--- config.mk ---
export PLATFORM = sky130hd
export DESIGN_NAME = per_cpu_run_queue_scheduler
export DESIGN_NICKNAME = d
export VERILOG_FILES = /design/src/hdl/rqs_pkg.sv /design/src/hdl/per_cpu_run_queue_scheduler.sv
export SDC_FILE = /design/constraint.sdc
export NUM_CORES = 2
export LEC_CHECK = 0
export BUFFER_PORTS_ARGS = -buffer_cell sky130_fd_sc_hd__buf_2
export CAP_MARGIN = 20
export CORE_UTILIZATION = 57
export DETAILED_ROUTE_END_ITERATION = 12
export PLACE_DENSITY = 0.76
export SKIP_CTS_REPAIR_TIMING = 1
export SYNTH_ARGS = -nofsm -noshare
export SYNTH_HDL_FRONTEND = slang
export SYNTH_SLANG_ARGS = --single-unit
--- constraint.sdc ---
create_clock -name clk -period 5.24 [get_ports clk]
set_input_delay 0.524 -clock clk [delete_from_list [all_inputs] [get_ports clk]]
set_output_delay 0.524 -clock clk [all_outputs]
set_load 0.02 [all_outputs]
--- src/hdl/rqs_pkg.sv ---
// ----------------------------------------------------------------------------
// Run queue scheduler package
// Item types and operation codes shared by the run queue scheduler.
// ----------------------------------------------------------------------------
package rqs_pkg;

  // Operation codes carried in the op field of an input item.
  localparam logic [2:0] OP_ADD_LEAST    = 3'd0;
  localparam logic [2:0] OP_ADD_CPU      = 3'd1;
  localparam logic [2:0] OP_REMOVE       = 3'd2;
  localparam logic [2:0] OP_SCHEDULE     = 3'd3;
  localparam logic [2:0] OP_MARK_STOPPED = 3'd4;
  localparam logic [2:0] OP_POST_SIGNAL  = 3'd5;
  // The two remaining codes are unused and leave the state alone.
  localparam logic [2:0] OP_RSVD_6       = 3'd6;
  localparam logic [2:0] OP_RSVD_7       = 3'd7;

  // Signal word layout.
  localparam int SIGNAL_BITS  = 32;
  localparam int KILL_SIG_BIT = 8;

  localparam logic [3:0] CPU_COUNT_RESET = 4'd1;

  typedef struct packed {
    logic [2:0] op;
    logic [2:0] cpu;
    logic [5:0] thread_slot;
    logic       kernel_thread;
    logic [5:0] current_slot;
    logic       current_is_idle;
    logic [5:0] signal_number;
    logic       stopped_value;
  } in_item_t;

  typedef struct packed {
    logic              status;
    logic [2:0]        chosen_cpu;
    logic signed [31:0] assigned_pid;
    logic [5:0]        next_slot;
    logic              next_is_idle;
    logic [5:0]        deliver_signal;
  } out_item_t;

endpackage

--- src/hdl/per_cpu_run_queue_scheduler.sv ---
// ----------------------------------------------------------------------------
// Per-CPU run queue scheduler
// Thread slots linked into one doubly linked run queue per CPU, with add,
// remove, schedule, stop marks and pending signals.
// ----------------------------------------------------------------------------
//
//   Channel   Handshake               Payload
//   -------   ---------------------   ---------------------------
//   config    cfg_write               cfg_data (cpu_count)
//   input     in_valid / in_stall     in_item  (rqs_pkg::in_item_t)
//   output    out_valid / out_stall   out_item (rqs_pkg::out_item_t)
//
// One item is worked on at a time. Mark stopped goes from decode straight to
// DONE; remove passes through RM, post signal through POST, add to a given CPU
// through ADD1 and, on a nonempty queue, ADD2 (the next-link memory has a single
// write port), and schedule through PICK and, unless idle, SIG. Add to the
// least-loaded CPU first runs the one-CPU-per-cycle size scan over the clamped CPU count.
// Reset clears queues, marks and pending signals at once; no clearing pass.
// A stalled output holds the finished item in the DONE state until taken.

module per_cpu_run_queue_scheduler #(
  parameter int MAX_CPUS    = 8,
  parameter int MAX_THREADS = 64
) (
  input  logic                clk,
  input  logic                rst,
  input  logic                cfg_write,
  input  logic [3:0]          cfg_data,
  input  logic                in_valid,
  output logic                in_stall,
  input  rqs_pkg::in_item_t   in_item,
  output logic                out_valid,
  input  logic                out_stall,
  output rqs_pkg::out_item_t  out_item
);

  localparam int AW  = $clog2(MAX_THREADS);
  localparam int SW  = $clog2(MAX_THREADS + 1);
  localparam int CW  = (MAX_CPUS > 1) ? $clog2(MAX_CPUS) : 1;
  localparam int CNW = $clog2(MAX_CPUS + 1);
  localparam logic [SW-1:0] NIL = SW'(MAX_THREADS);

  typedef enum logic [3:0] {
    S_IDLE, S_DECODE, S_SCAN, S_ADD1, S_ADD2, S_RM,
    S_PICK, S_SIG, S_POST, S_DONE
  } state_t;

  state_t              state;
  rqs_pkg::in_item_t   item;
  rqs_pkg::out_item_t  res;
  logic [3:0]          cpu_count;
  logic [SW-1:0]       head [MAX_CPUS];
  logic [SW-1:0]       tail [MAX_CPUS];
  logic [SW-1:0]       qsize [MAX_CPUS];
  logic [MAX_THREADS-1:0] queued;
  logic [MAX_THREADS-1:0] stopped;
  logic [MAX_THREADS-1:0] pend_vld;
  logic [31:0]         user_pid;
  logic [31:0]         kern_pid;
  logic [CW-1:0]       tgt_cpu;
  logic [CNW-1:0]      scan_idx;
  logic [SW-1:0]       scan_min;
  logic [SW-1:0]       sch_to;
  logic [SW-1:0]       prev_tail;
  logic                use_link;

  // Per-slot memories.
  logic [SW-1:0] nxt_mem  [MAX_THREADS];
  logic [SW-1:0] prv_mem  [MAX_THREADS];
  logic [CW-1:0] cpu_mem  [MAX_THREADS];
  logic [31:0]   pend_mem [MAX_THREADS];
  logic [SW-1:0] nxt_rd, prv_rd;
  logic [CW-1:0] cpu_rd;
  logic [31:0]   pend_rd;

  logic [AW-1:0] nxt_ra, pend_ra;
  logic          nxt_we, prv_we, cpu_we, pend_we;
  logic [AW-1:0] nxt_wa, prv_wa, cpu_wa, pend_wa;
  logic [SW-1:0] nxt_wd, prv_wd;
  logic [CW-1:0] cpu_wd;
  logic [31:0]   pend_wd;

  // Decoded item fields.
  logic          slot_ok, cur_ok, sig_ok;
  logic [AW-1:0] s_a, cur_a;
  logic [SW-1:0] s_w;
  logic [6:0]    cpu_v;
  logic [CW-1:0] cpu_c;
  logic [31:0]   n_int;
  logic [CNW-1:0] n_eff;
  logic [SW-1:0] tail_t;
  logic [SW-1:0] pick_to;
  logic          pick_idle;
  logic [31:0]   sch_q, low_bit, post_q, sig_bit;
  logic [4:0]    low_idx;

  always_comb begin
    slot_ok = (32'(item.thread_slot) < 32'(MAX_THREADS));
    cur_ok  = (32'(item.current_slot) < 32'(MAX_THREADS));
    s_a     = AW'(item.thread_slot);
    s_w     = SW'(item.thread_slot);
    cur_a   = AW'(item.current_slot);
    sig_ok  = (item.signal_number >= 6'd1) &&
              (32'(item.signal_number) <= 32'(rqs_pkg::SIGNAL_BITS));
    sig_bit = 32'(1) << (item.signal_number - 6'd1);

    // CPU index modulo the queue count, by repeated subtraction.
    cpu_v = 7'(item.cpu);
    for (int i = 0; i < 8; i++) begin
      if (32'(cpu_v) >= 32'(MAX_CPUS)) cpu_v = cpu_v - 7'(MAX_CPUS);
    end
    cpu_c = CW'(cpu_v);

    // Number of CPUs in use, clamped to the supported range.
    if (cpu_count == 4'd0) n_int = 32'd1;
    else if (32'(cpu_count) > 32'(MAX_CPUS)) n_int = 32'(MAX_CPUS);
    else n_int = 32'(cpu_count);
    n_eff = CNW'(n_int);

    tail_t = tail[tgt_cpu];

    // Schedule pick: successor of the current thread, else the queue head.
    pick_to   = (use_link && nxt_rd != NIL) ? nxt_rd : head[cpu_c];
    pick_idle = (pick_to == NIL) || stopped[AW'(pick_to)];

    // Lowest pending signal.
    sch_q   = pend_vld[AW'(sch_to)] ? pend_rd : 32'd0;
    low_bit = sch_q & (~sch_q + 32'd1);
    low_idx = '0;
    for (int i = 0; i < rqs_pkg::SIGNAL_BITS; i++) begin
      if (low_bit[i]) low_idx = low_idx | 5'(i);
    end
    post_q = pend_vld[s_a] ? pend_rd : 32'd0;
  end

  // Memory read addresses.
  always_comb begin
    nxt_ra  = (item.op == rqs_pkg::OP_SCHEDULE) ? cur_a : s_a;
    pend_ra = (state == S_PICK) ? AW'(pick_to) : s_a;
  end

  // Memory write ports.
  always_comb begin
    nxt_we = 1'b0; nxt_wa = s_a; nxt_wd = NIL;
    prv_we = 1'b0; prv_wa = s_a; prv_wd = tail_t;
    cpu_we = 1'b0; cpu_wa = s_a; cpu_wd = tgt_cpu;
    pend_we = 1'b0; pend_wa = s_a; pend_wd = post_q | sig_bit;
    unique case (state)
      S_ADD1: begin
        nxt_we = 1'b1;
        prv_we = 1'b1;
        cpu_we = 1'b1;
      end
      S_ADD2: begin
        nxt_we = 1'b1;
        nxt_wa = AW'(prev_tail);
        nxt_wd = s_w;
      end
      S_RM: begin
        nxt_we = (prv_rd != NIL);
        nxt_wa = AW'(prv_rd);
        nxt_wd = nxt_rd;
        prv_we = (nxt_rd != NIL);
        prv_wa = AW'(nxt_rd);
        prv_wd = prv_rd;
      end
      S_SIG: begin
        pend_we = !sch_q[rqs_pkg::KILL_SIG_BIT] && (sch_q != 32'd0);
        pend_wa = AW'(sch_to);
        pend_wd = sch_q & ~low_bit;
      end
      S_POST: begin
        pend_we = 1'b1;
      end
      default: begin
      end
    endcase
  end

  always_ff @(posedge clk) begin
    if (nxt_we) nxt_mem[nxt_wa] <= nxt_wd;
    nxt_rd <= nxt_mem[nxt_ra];
  end

  always_ff @(posedge clk) begin
    if (prv_we) prv_mem[prv_wa] <= prv_wd;
    prv_rd <= prv_mem[s_a];
  end

  always_ff @(posedge clk) begin
    if (cpu_we) cpu_mem[cpu_wa] <= cpu_wd;
    cpu_rd <= cpu_mem[s_a];
  end

  always_ff @(posedge clk) begin
    if (pend_we) pend_mem[pend_wa] <= pend_wd;
    pend_rd <= pend_mem[pend_ra];
  end

  assign in_stall = (state != S_IDLE);

  // Sequencer, queue registers and result register.
  always_ff @(posedge clk) begin
    if (rst) begin
      state     <= S_IDLE;
      cpu_count <= rqs_pkg::CPU_COUNT_RESET;
      for (int i = 0; i < MAX_CPUS; i++) begin
        head[i]  <= NIL;
        tail[i]  <= NIL;
        qsize[i] <= '0;
      end
      queued    <= '0;
      stopped   <= '0;
      pend_vld  <= '0;
      user_pid  <= 32'd1;
      kern_pid  <= 32'd1;
      use_link  <= 1'b0;
      out_valid <= 1'b0;
    end else begin
      if (cfg_write) cpu_count <= cfg_data;

      // The output register is loaded from DONE when free and cleared when taken.
      if ((state == S_DONE) && (!out_valid || !out_stall)) begin
        out_valid <= 1'b1;
      end else if (out_valid && !out_stall) begin
        out_valid <= 1'b0;
      end

      unique case (state)
        S_IDLE: begin
          if (in_valid) begin
            item  <= in_item;
            state <= S_DECODE;
          end
        end
        S_DECODE: begin
          res   <= '0;
          state <= S_DONE;
          unique case (item.op)
            rqs_pkg::OP_ADD_LEAST: begin
              if (slot_ok && !queued[s_a]) begin
                scan_idx <= CNW'(1);
                tgt_cpu  <= '0;
                scan_min <= qsize[0];
                state    <= S_SCAN;
              end
            end
            rqs_pkg::OP_ADD_CPU: begin
              if (slot_ok && !queued[s_a]) begin
                tgt_cpu <= cpu_c;
                state   <= S_ADD1;
              end
            end
            rqs_pkg::OP_REMOVE: begin
              if (slot_ok && queued[s_a]) state <= S_RM;
            end
            rqs_pkg::OP_SCHEDULE: begin
              use_link <= !item.current_is_idle && cur_ok && queued[cur_a];
              state    <= S_PICK;
            end
            rqs_pkg::OP_MARK_STOPPED: begin
              if (slot_ok) stopped[s_a] <= item.stopped_value;
            end
            rqs_pkg::OP_POST_SIGNAL: begin
              if (slot_ok && sig_ok) state <= S_POST;
            end
            default: begin
            end
          endcase
        end
        // One CPU size compared per cycle; the first minimum wins.
        S_SCAN: begin
          if (scan_idx < n_eff) begin
            if (qsize[scan_idx[CW-1:0]] < scan_min) begin
              scan_min <= qsize[scan_idx[CW-1:0]];
              tgt_cpu  <= scan_idx[CW-1:0];
            end
            scan_idx <= scan_idx + CNW'(1);
          end else begin
            state <= S_ADD1;
          end
        end
        // Append at the tail and hand out a pid.
        S_ADD1: begin
          prev_tail <= tail_t;
          if (tail_t == NIL) head[tgt_cpu] <= s_w;
          tail[tgt_cpu]  <= s_w;
          qsize[tgt_cpu] <= qsize[tgt_cpu] + SW'(1);
          queued[s_a]    <= 1'b1;
          res.chosen_cpu <= 3'(tgt_cpu);
          if (item.kernel_thread) begin
            res.assigned_pid <= 32'd0 - kern_pid;
            kern_pid         <= kern_pid + 32'd1;
          end else begin
            res.assigned_pid <= user_pid;
            user_pid         <= user_pid + 32'd1;
          end
          state <= (tail_t != NIL) ? S_ADD2 : S_DONE;
        end
        S_ADD2: begin
          state <= S_DONE;
        end
        // Unlink using the slot's recorded neighbors and CPU.
        S_RM: begin
          if (prv_rd == NIL) head[cpu_rd] <= nxt_rd;
          if (nxt_rd == NIL) tail[cpu_rd] <= prv_rd;
          qsize[cpu_rd] <= qsize[cpu_rd] - SW'(1);
          queued[s_a]   <= 1'b0;
          state         <= S_DONE;
        end
        S_PICK: begin
          sch_to <= pick_to;
          if (pick_idle) begin
            res.next_is_idle <= 1'b1;
            state            <= S_DONE;
          end else begin
            res.next_slot <= 6'(pick_to);
            state         <= S_SIG;
          end
        end
        // A pending kill is reported; otherwise the lowest signal is taken.
        S_SIG: begin
          if (sch_q[rqs_pkg::KILL_SIG_BIT]) begin
            res.status <= 1'b1;
          end else if (sch_q != 32'd0) begin
            res.deliver_signal <= 6'(low_idx) + 6'd1;
          end
          state <= S_DONE;
        end
        S_POST: begin
          pend_vld[s_a] <= 1'b1;
          state         <= S_DONE;
        end
        S_DONE: begin
          if (!out_valid || !out_stall) begin
            out_item <= res;
            state    <= S_IDLE;
          end
        end
        default: begin
          state <= S_IDLE;
        end
      endcase
    end
  end

  // An accepted item blocks the input until its result is issued.
  a_busy_after_accept: assert property (@(posedge clk) disable iff (rst)
    in_valid && !in_stall |=> in_stall)
    else $error("input accepted while an item was in flight");

  // A finished item with a free output register is issued next cycle.
  a_done_issues: assert property (@(posedge clk) disable iff (rst)
    (state == S_DONE) && (!out_valid || !out_stall) |=> out_valid && !in_stall)
    else $error("finished item not issued");

  // An empty queue 0 has no head, a nonempty one has one.
  a_empty_head: assert property (@(posedge clk) disable iff (rst)
    (qsize[0] == '0) == (head[0] == NIL))
    else $error("queue size and head disagree");

endmodule

After elaboration in Yosys (flattened, before gate mapping)
Memory sizes are Yosys's and may differ from the RTL's. A register that Yosys moved wholly into a read port is not among the register bits.
Index checks and enable logic that the tools add are counted.
- flip-flop bits (word level): 417
- RAM bits: 3304
- input port bits: 36
- output and inout port bits: 51
- logic and storage cells: 437
- memories: 7
- add/subtract/negate cells: 9
- magnitude comparators: 10
- equality and inequality tests: 37
- shift-type cells: 1
- multiplexer cells: 268
- bitwise operators: 10
- reductions and logical operators: 61
- memory list (memory ; depth ; bits a word ; read ports ; clocked after Yosys merged registers in ; wr ports ; line ; text):
    pend_mem ; 64 ; 32 ; 1 ; 1 ; 1 ; per_cpu_run_queue_scheduler.sv:71 ; logic [31:0] pend_mem [MAX_THREADS];
    nxt_mem ; 64 ; 7 ; 1 ; 1 ; 1 ; per_cpu_run_queue_scheduler.sv:68 ; logic [SW-1:0] nxt_mem [MAX_THREADS];
    prv_mem ; 64 ; 7 ; 1 ; 1 ; 1 ; per_cpu_run_queue_scheduler.sv:69 ; logic [SW-1:0] prv_mem [MAX_THREADS];
    cpu_mem ; 64 ; 3 ; 1 ; 1 ; 1 ; per_cpu_run_queue_scheduler.sv:70 ; logic [CW-1:0] cpu_mem [MAX_THREADS];
    head ; 8 ; 7 ; 1 ; 1 ; 8 ; per_cpu_run_queue_scheduler.sv:52 ; logic [SW-1:0] head [MAX_CPUS];
    qsize ; 8 ; 7 ; 4 ; 2 ; 8 ; per_cpu_run_queue_scheduler.sv:54 ; logic [SW-1:0] qsize [MAX_CPUS];
    +1 memories ; - ; - ; - ; - ; - ; - ;
- operators by type and width (cell ; count):
    64-bit 2-to-1 mux ; 11
    32-bit 2-to-1 mux ; 16
    49-bit 2-to-1 mux ; 5
    4-bit 2-to-1 mux ; 55
    7-bit 2-to-1 mux ; 24
    27-bit 2-to-1 mux ; 5
    64-bit OR ; 2
    64-bit one-hot mux with 2 select lines ; 1
    6-bit 2-to-1 mux ; 19
    32-bit by 1-bit adder with 32-bit output, second input constant ; 3
    3-bit 2-to-1 mux ; 32
    5-bit 2-to-1 mux ; 16
    35-bit one-hot mux with 2 select lines ; 1
    32-bit bitwise AND ; 2
    64-bit bitwise AND ; 1
    64-bit bitwise mux ; 1
    32-bit inverter ; 2
    64-bit inverter ; 1
    1-bit 2-to-1 mux ; 59
    7-bit one-hot mux with 2 select lines ; 3
    7-bit OR reduction ; 6
    35-bit 2-to-1 mux ; 1
    32-bit OR ; 1
    32-bit nonzero test ; 1
    other kinds (53) ; 128

Longest topological paths before layout
- word-level depth: 47
- depth in mapped cells: 15
- mapped depth without buffers: 12

Worst setup path before layout
No wires, ideal clock.
- kind: input port to flip-flop
- start point: input port rst
- end point: register out_item[0] (netlist bit) (enable)
- library setup time: 0.526 ns
- data arrival time: 4.565 ns
- required time: 4.714 ns
- slack: 0.148 ns
- cell stages on the path: 3
- path buffers: 2
- cells stage by stage: clkbuf_1 -> clkbuf_1 -> nor3b_1
- word-level cells in the longest chain between the ends: 2
- elaborated cells between the ends (all ways): 4
- classes of those cells: bitwise: 1; reduce/logical: 3
- RTL lines (what ; line ; text):
    start: declaration ; per_cpu_run_queue_scheduler.sv:26 ; input logic rst,
    2-bit nonzero test (no line) / 1-bit inverter (equally long branches) ; - ;
    3-bit AND reduction (no line) * ; - ;
    end signal: assignment ; per_cpu_run_queue_scheduler.sv:336 ; out_item <= res;
    end: declaration ; per_cpu_run_queue_scheduler.sv:34 ; output rqs_pkg::out_item_t out_item
Every way passes the cells marked *; elsewhere a longest branch is shown, timed or not.
A chain may end at the register's enable or synchronous reset.

Final worst setup path
- start point: register nxt_rd[3], read port of nxt_mem
- end point: register pend_rd[15], read port of pend_mem
- word-level cells in the longest chain between the ends: 4
- RTL lines (what ; line ; text):
    start: declaration ; per_cpu_run_queue_scheduler.sv:72 ; logic [SW-1:0] nxt_rd, prv_rd;
    7-bit inequality test ; per_cpu_run_queue_scheduler.sv:123 ; pick_to = (use_link && nxt_rd != NIL) ? nxt_rd : head[cpu_c];
    1-bit logical AND ; per_cpu_run_queue_scheduler.sv:123 ;
    7-bit 2-to-1 mux * ; per_cpu_run_queue_scheduler.sv:123 ;
    6-bit 2-to-1 mux * ; per_cpu_run_queue_scheduler.sv:139 ; pend_ra = (state == S_PICK) ? AW'(pick_to) : s_a;
    end: declaration ; per_cpu_run_queue_scheduler.sv:74 ; logic [31:0] pend_rd;
Marked as above.

==> results.sh <==
export IMPL_cp_max_fo=71
export IMPL_cts_tree="yes"
export IMPL_max_stage_delay_ns=0.70
export IMPL_worst_ir_drop_vdd_v=0.000308
export IMPL_timing_final_ws_setup_ns=0.0190
export IMPL_fraction_of_the_yosys_area_taken_by_sequential_cells_pct=72.7
export IMPL_cp_arrival_ns=6.00
export IMPL_floorplan_die_area_mm2=0.268
export IMPL_overall_die_height_um=518
export IMPL_clockPowerShare_pct=37.3
export IMPL_area_leader_netlist="sky130_fd_sc_hd__edfxtp_1"
export IMPL_period_needed_ns=5.22
export IMPL_place_detailed_instances=13400
export IMPL_netlist_area_leader_share_pct=68.4
export IMPL_final_worst_path_cycle_share_pct=99.6
export IMPL_cts_htree_levels=5
export IMPL_clk_latency_ns=0.91
export IMPL_port_buffer_count=86
export IMPL_critical_path_slowest_cell="sky130_fd_sc_hd__or4b_1"
export IMPL_swShare_pct=25.9
export IMPL_seq_power_share_pct=49.8
export IMPL_drt_drc_violations_left=0
export IMPL_setup_tns_ns=0
export IMPL_clk_path_buf_depth=4
export IMPL_syn_nets=10100
export IMPL_count_of_flip_flops_with_a_built_in_enable_after_synthesis=3455
export IMPL_hold_viol=0
export IMPL_vias_cell=6.75
export IMPL_report_final_setup_viol=0
export IMPL_synth_ff_type="sky130_fd_sc_hd__edfxtp_1"
export IMPL_cp_cell_sequence="or4b_1 -> o21ai_4 -> a21boi_4 -> a21oi_4 -> buf_4 -> buf_12 -> buf_12 -> mux2i_1 -> o221ai_1 -> a211oi_2 -> o22ai_1 -> or3_1"
export IMPL_antenna_left=0
export IMPL_crit_path_frequent_cell="sky130_fd_sc_hd__buf_12"
export IMPL_totalWireLength_mm=433
export IMPL_first_global_vias=92500
export IMPL_place_gp_congestion=0.982
export IMPL_async_reset_ff_share_pct=0
export IMPL_yosys_register_bits=3779
export IMPL_cts_root_buf="sky130_fd_sc_hd__clkbuf_16"
export IMPL_p_int_uw=51400
export IMPL_groute_usage_overall_pct=31.6
export IMPL_tightest_slew_ns=1.21
export IMPL_start_kind="flop"
export IMPL_vias=95400
export IMPL_synth_common_cells="sky130_fd_sc_hd__edfxtp_1 (3455), sky130_fd_sc_hd__nand2_1 (1025), sky130_fd_sc_hd__mux2i_1 (817)"
export IMPL_total_leakage_power_uw=0.0569
export IMPL_largest_net_degree_at_the_start_of_global_routing=110
export IMPL_nNetsFinal=10400
export IMPL_worst_hold_path_type="primary input to flop"
export IMPL_pwr_density_cell_mw_per_mm2=405
export IMPL_area_contributors_post_synth="sky130_fd_sc_hd__edfxtp_1 (68%), sky130_fd_sc_hd__mux2i_1 (5.4%), sky130_fd_sc_hd__dfxtp_1 (4.3%)"
export IMPL_pin_count=87
export IMPL_max_slew_margin_rel_pct=18.8
export IMPL_worstSetupPathType="flop to flop"
export IMPL_number_of_antenna_violations_at_the_first_check_in_global_routing=30
export IMPL_starting_density_of_the_core_pct=57.3
export IMPL_clock_fmax_mhz=192
export IMPL_syn_mean_instance_area_um2=15.2
export IMPL_post_synth_inst_count=9999
export IMPL_core_area_mm2=0.265
export IMPL_slew_violations=0
export IMPL_floorplan_rows=189
export IMPL_layoutNonFillerInstCount=14100
export IMPL_drt_pre_antenna_iters=10
export IMPL_clk_skew_ns=0.0567
export IMPL_critical_path_n_buffers_inverters=3
export IMPL_wl_per_cell_um=30.6
export IMPL_crit_reg2reg_launch="nxt_rd[3]$_DFF_P_"
export IMPL_startpoint="nxt_rd[3]$_DFF_P_"
export IMPL_drive_gt1_share_pct=15.0
export IMPL_timing_critical_path_to_type="flop"
export IMPL_drt_first_iter_violations=14600
export IMPL_ys_warnings_count=0
export IMPL_tritoncts_num_sinks=3779
export IMPL_global_route_overflow_total=0
export IMPL_grt_first_pass_wirelength_mm=622
export IMPL_place_worst_setup_slack_ns=-0.275
export IMPL_cts_reportedPaths_clkPinSlew_ns=0.06
export IMPL_drv_cap=0
export IMPL_outcome="completed"
export IMPL_power_switching_uw=18000
export IMPL_distinct_cell_type_count_of_the_synthesized_netlist=87
export IMPL_yosys_cell_count_top_type="sky130_fd_sc_hd__edfxtp_1"
export IMPL_dp_hpwl_mm=266
export IMPL_hold_start="cfg_write"
export IMPL_combinational_share_of_power_pct=12.9
export IMPL_flow_area_growth_from_synthesis_pct=12.9
export IMPL_fillerInstances=17700
export IMPL_timing_critical_path_max_delay_family="compound AO/OA/AOI/OAI gates"
export IMPL_required_ns=6.02
export IMPL_die_w_um=518
export IMPL_cts_buffers_inserted=360
export IMPL_syn_area_mm2=0.152
## sequential cells by signal, summed over array words and instances, names as in the netlist, 12 cells and up, named ones only
| signal | flops |
|---|---|
| nxt_mem | 448 |
| cpu_mem | 192 |
| user_pid | 32 |
| pend_rd | 32 |
| qsize | 56 |
| out_item | 49 |
| pend_mem | 2048 |
| head | 56 |
| pend_vld | 64 |
| item | 12 |
| tail | 56 |
| kern_pid | 32 |
| res | 49 |
| prv_mem | 448 |
| stopped | 64 |
## layout make-up
type,instances,area [um^2],share of cell area [%]
clock buffers,457,9720,5.68
diodes,7,17.5,0.0102
well taps,3533,4420,2.58
clock inverters,193,1880,1.10
flip-flops and latches,3779,110000,64.4
multi-input cells,5521,39600,23.1
repair buffers,590,5110,2.98
inverters,55,206,0.121
## cells by family after synthesis
kind of cell | synth area share [%]
DFF | 72.7
and+or+nand+nor | 6.93
AOI/OAI and AO/OA | 7.98
muxes | 9.78
buffers and inverters | 1.95
xor gates and xnor gates | 0.537
adders and majority gates | 0.132
## tightest hold or removal path, delay by kind of cell
kind	cells	cell delay (ns)
AND/OR/NAND/NOR	1	0.08
multiplexers	1	0.09
buffers and inverters	1	0.15
## path summary, 6_finish.rpt
path	end	slack (ns)	cells past startpoint
worst min-delay path	cpu_count[3]$_SDFFE_PP0P_	0.004	3
worst min register to register	out_item[31]$_DFFE_PP_	0.42	0
worst max register to register	pend_rd[15]$_DFF_P_	0.02	12
worst max-delay path	pend_rd[15]$_DFF_P_	0.02	12
## layer usage
metal | GRT usage [%] | vias up | routed length (um) | share of wire, %
li1 | - | 39600 | - | -
met1 | 41.9 | 47400 | 153000 | 35
met2 | 48.5 | 7050 | 197000 | 45
met3 | 8.87 | 1314 | 59800 | 14
met4 | 14.8 | 20 | 22700 | 5.2
met5 | 0 | - | 153 | 0.035
## cell usage in the layout (no fill, tap or decap), drive strengths merged, types with 13 or more instances in the layout
cell         Yosys  routed
edfxtp        3455    3455
nand2         1027    1027
mux2i          817     817
nor2           783     783
a21oi          620     620
buf            292     557
clkbuf         352     459
dfxtp          324     324
mux4           268     268
o22ai          238     238
o21ai          171     171
a22oi          160     160
o221ai         160     160
a211oi         155     155
nand3          147     147
clkinv           1     140
nor3           103     103
nor4            92      92
inv             54      63
a221oi          62      62
or3             56      56
mux2            55      55
xor2            55      55
a31oi           52      52
nand4           51      51
a22o            49      49
and2            48      48
xnor2           38      38
bufinv           0      33
dlygate4sd3      0      31
a311oi          21      21
o211ai          19      19
nand3b          18      18
nand2b          18      18
ha              16      16
and3            16      16
o31ai           16      16
nor2b           13      13
a41oi           13      13
o221a           13      13
## power groups by stage
| stage | logic (uW) | clock network [uW] | registers [uW] |
|---|---|---|---|
| after global placement | 8370 | 0 | 35100 |
| after CTS | 8600 | 25900 | 34500 |
| after global routing | 9220 | 27100 | 34500 |
| after floorplan | 5000 | 0 | 34800 |
| final | 8940 | 25900 | 34500 |
| after detailed placement | 8540 | 0 | 35100 |
## per-stage QoR
step | area [um^2] | hold slack, ns | power, uW | util, %
floorplan | 152000 | 0.400 | 39800 | -
global placement | 159000 | 0.403 | 43500 | 60.0
detailed placement | 159000 | 0.405 | 43600 | 60.1
CTS | 171000 | -0.264 | 69000 | 64.5
global route | 171000 | 0.0270 | 70800 | 64.6
finish | 171000 | 0.00374 | 69300 | 64.6
No activity file was read; power rests on OpenSTA's default activity.
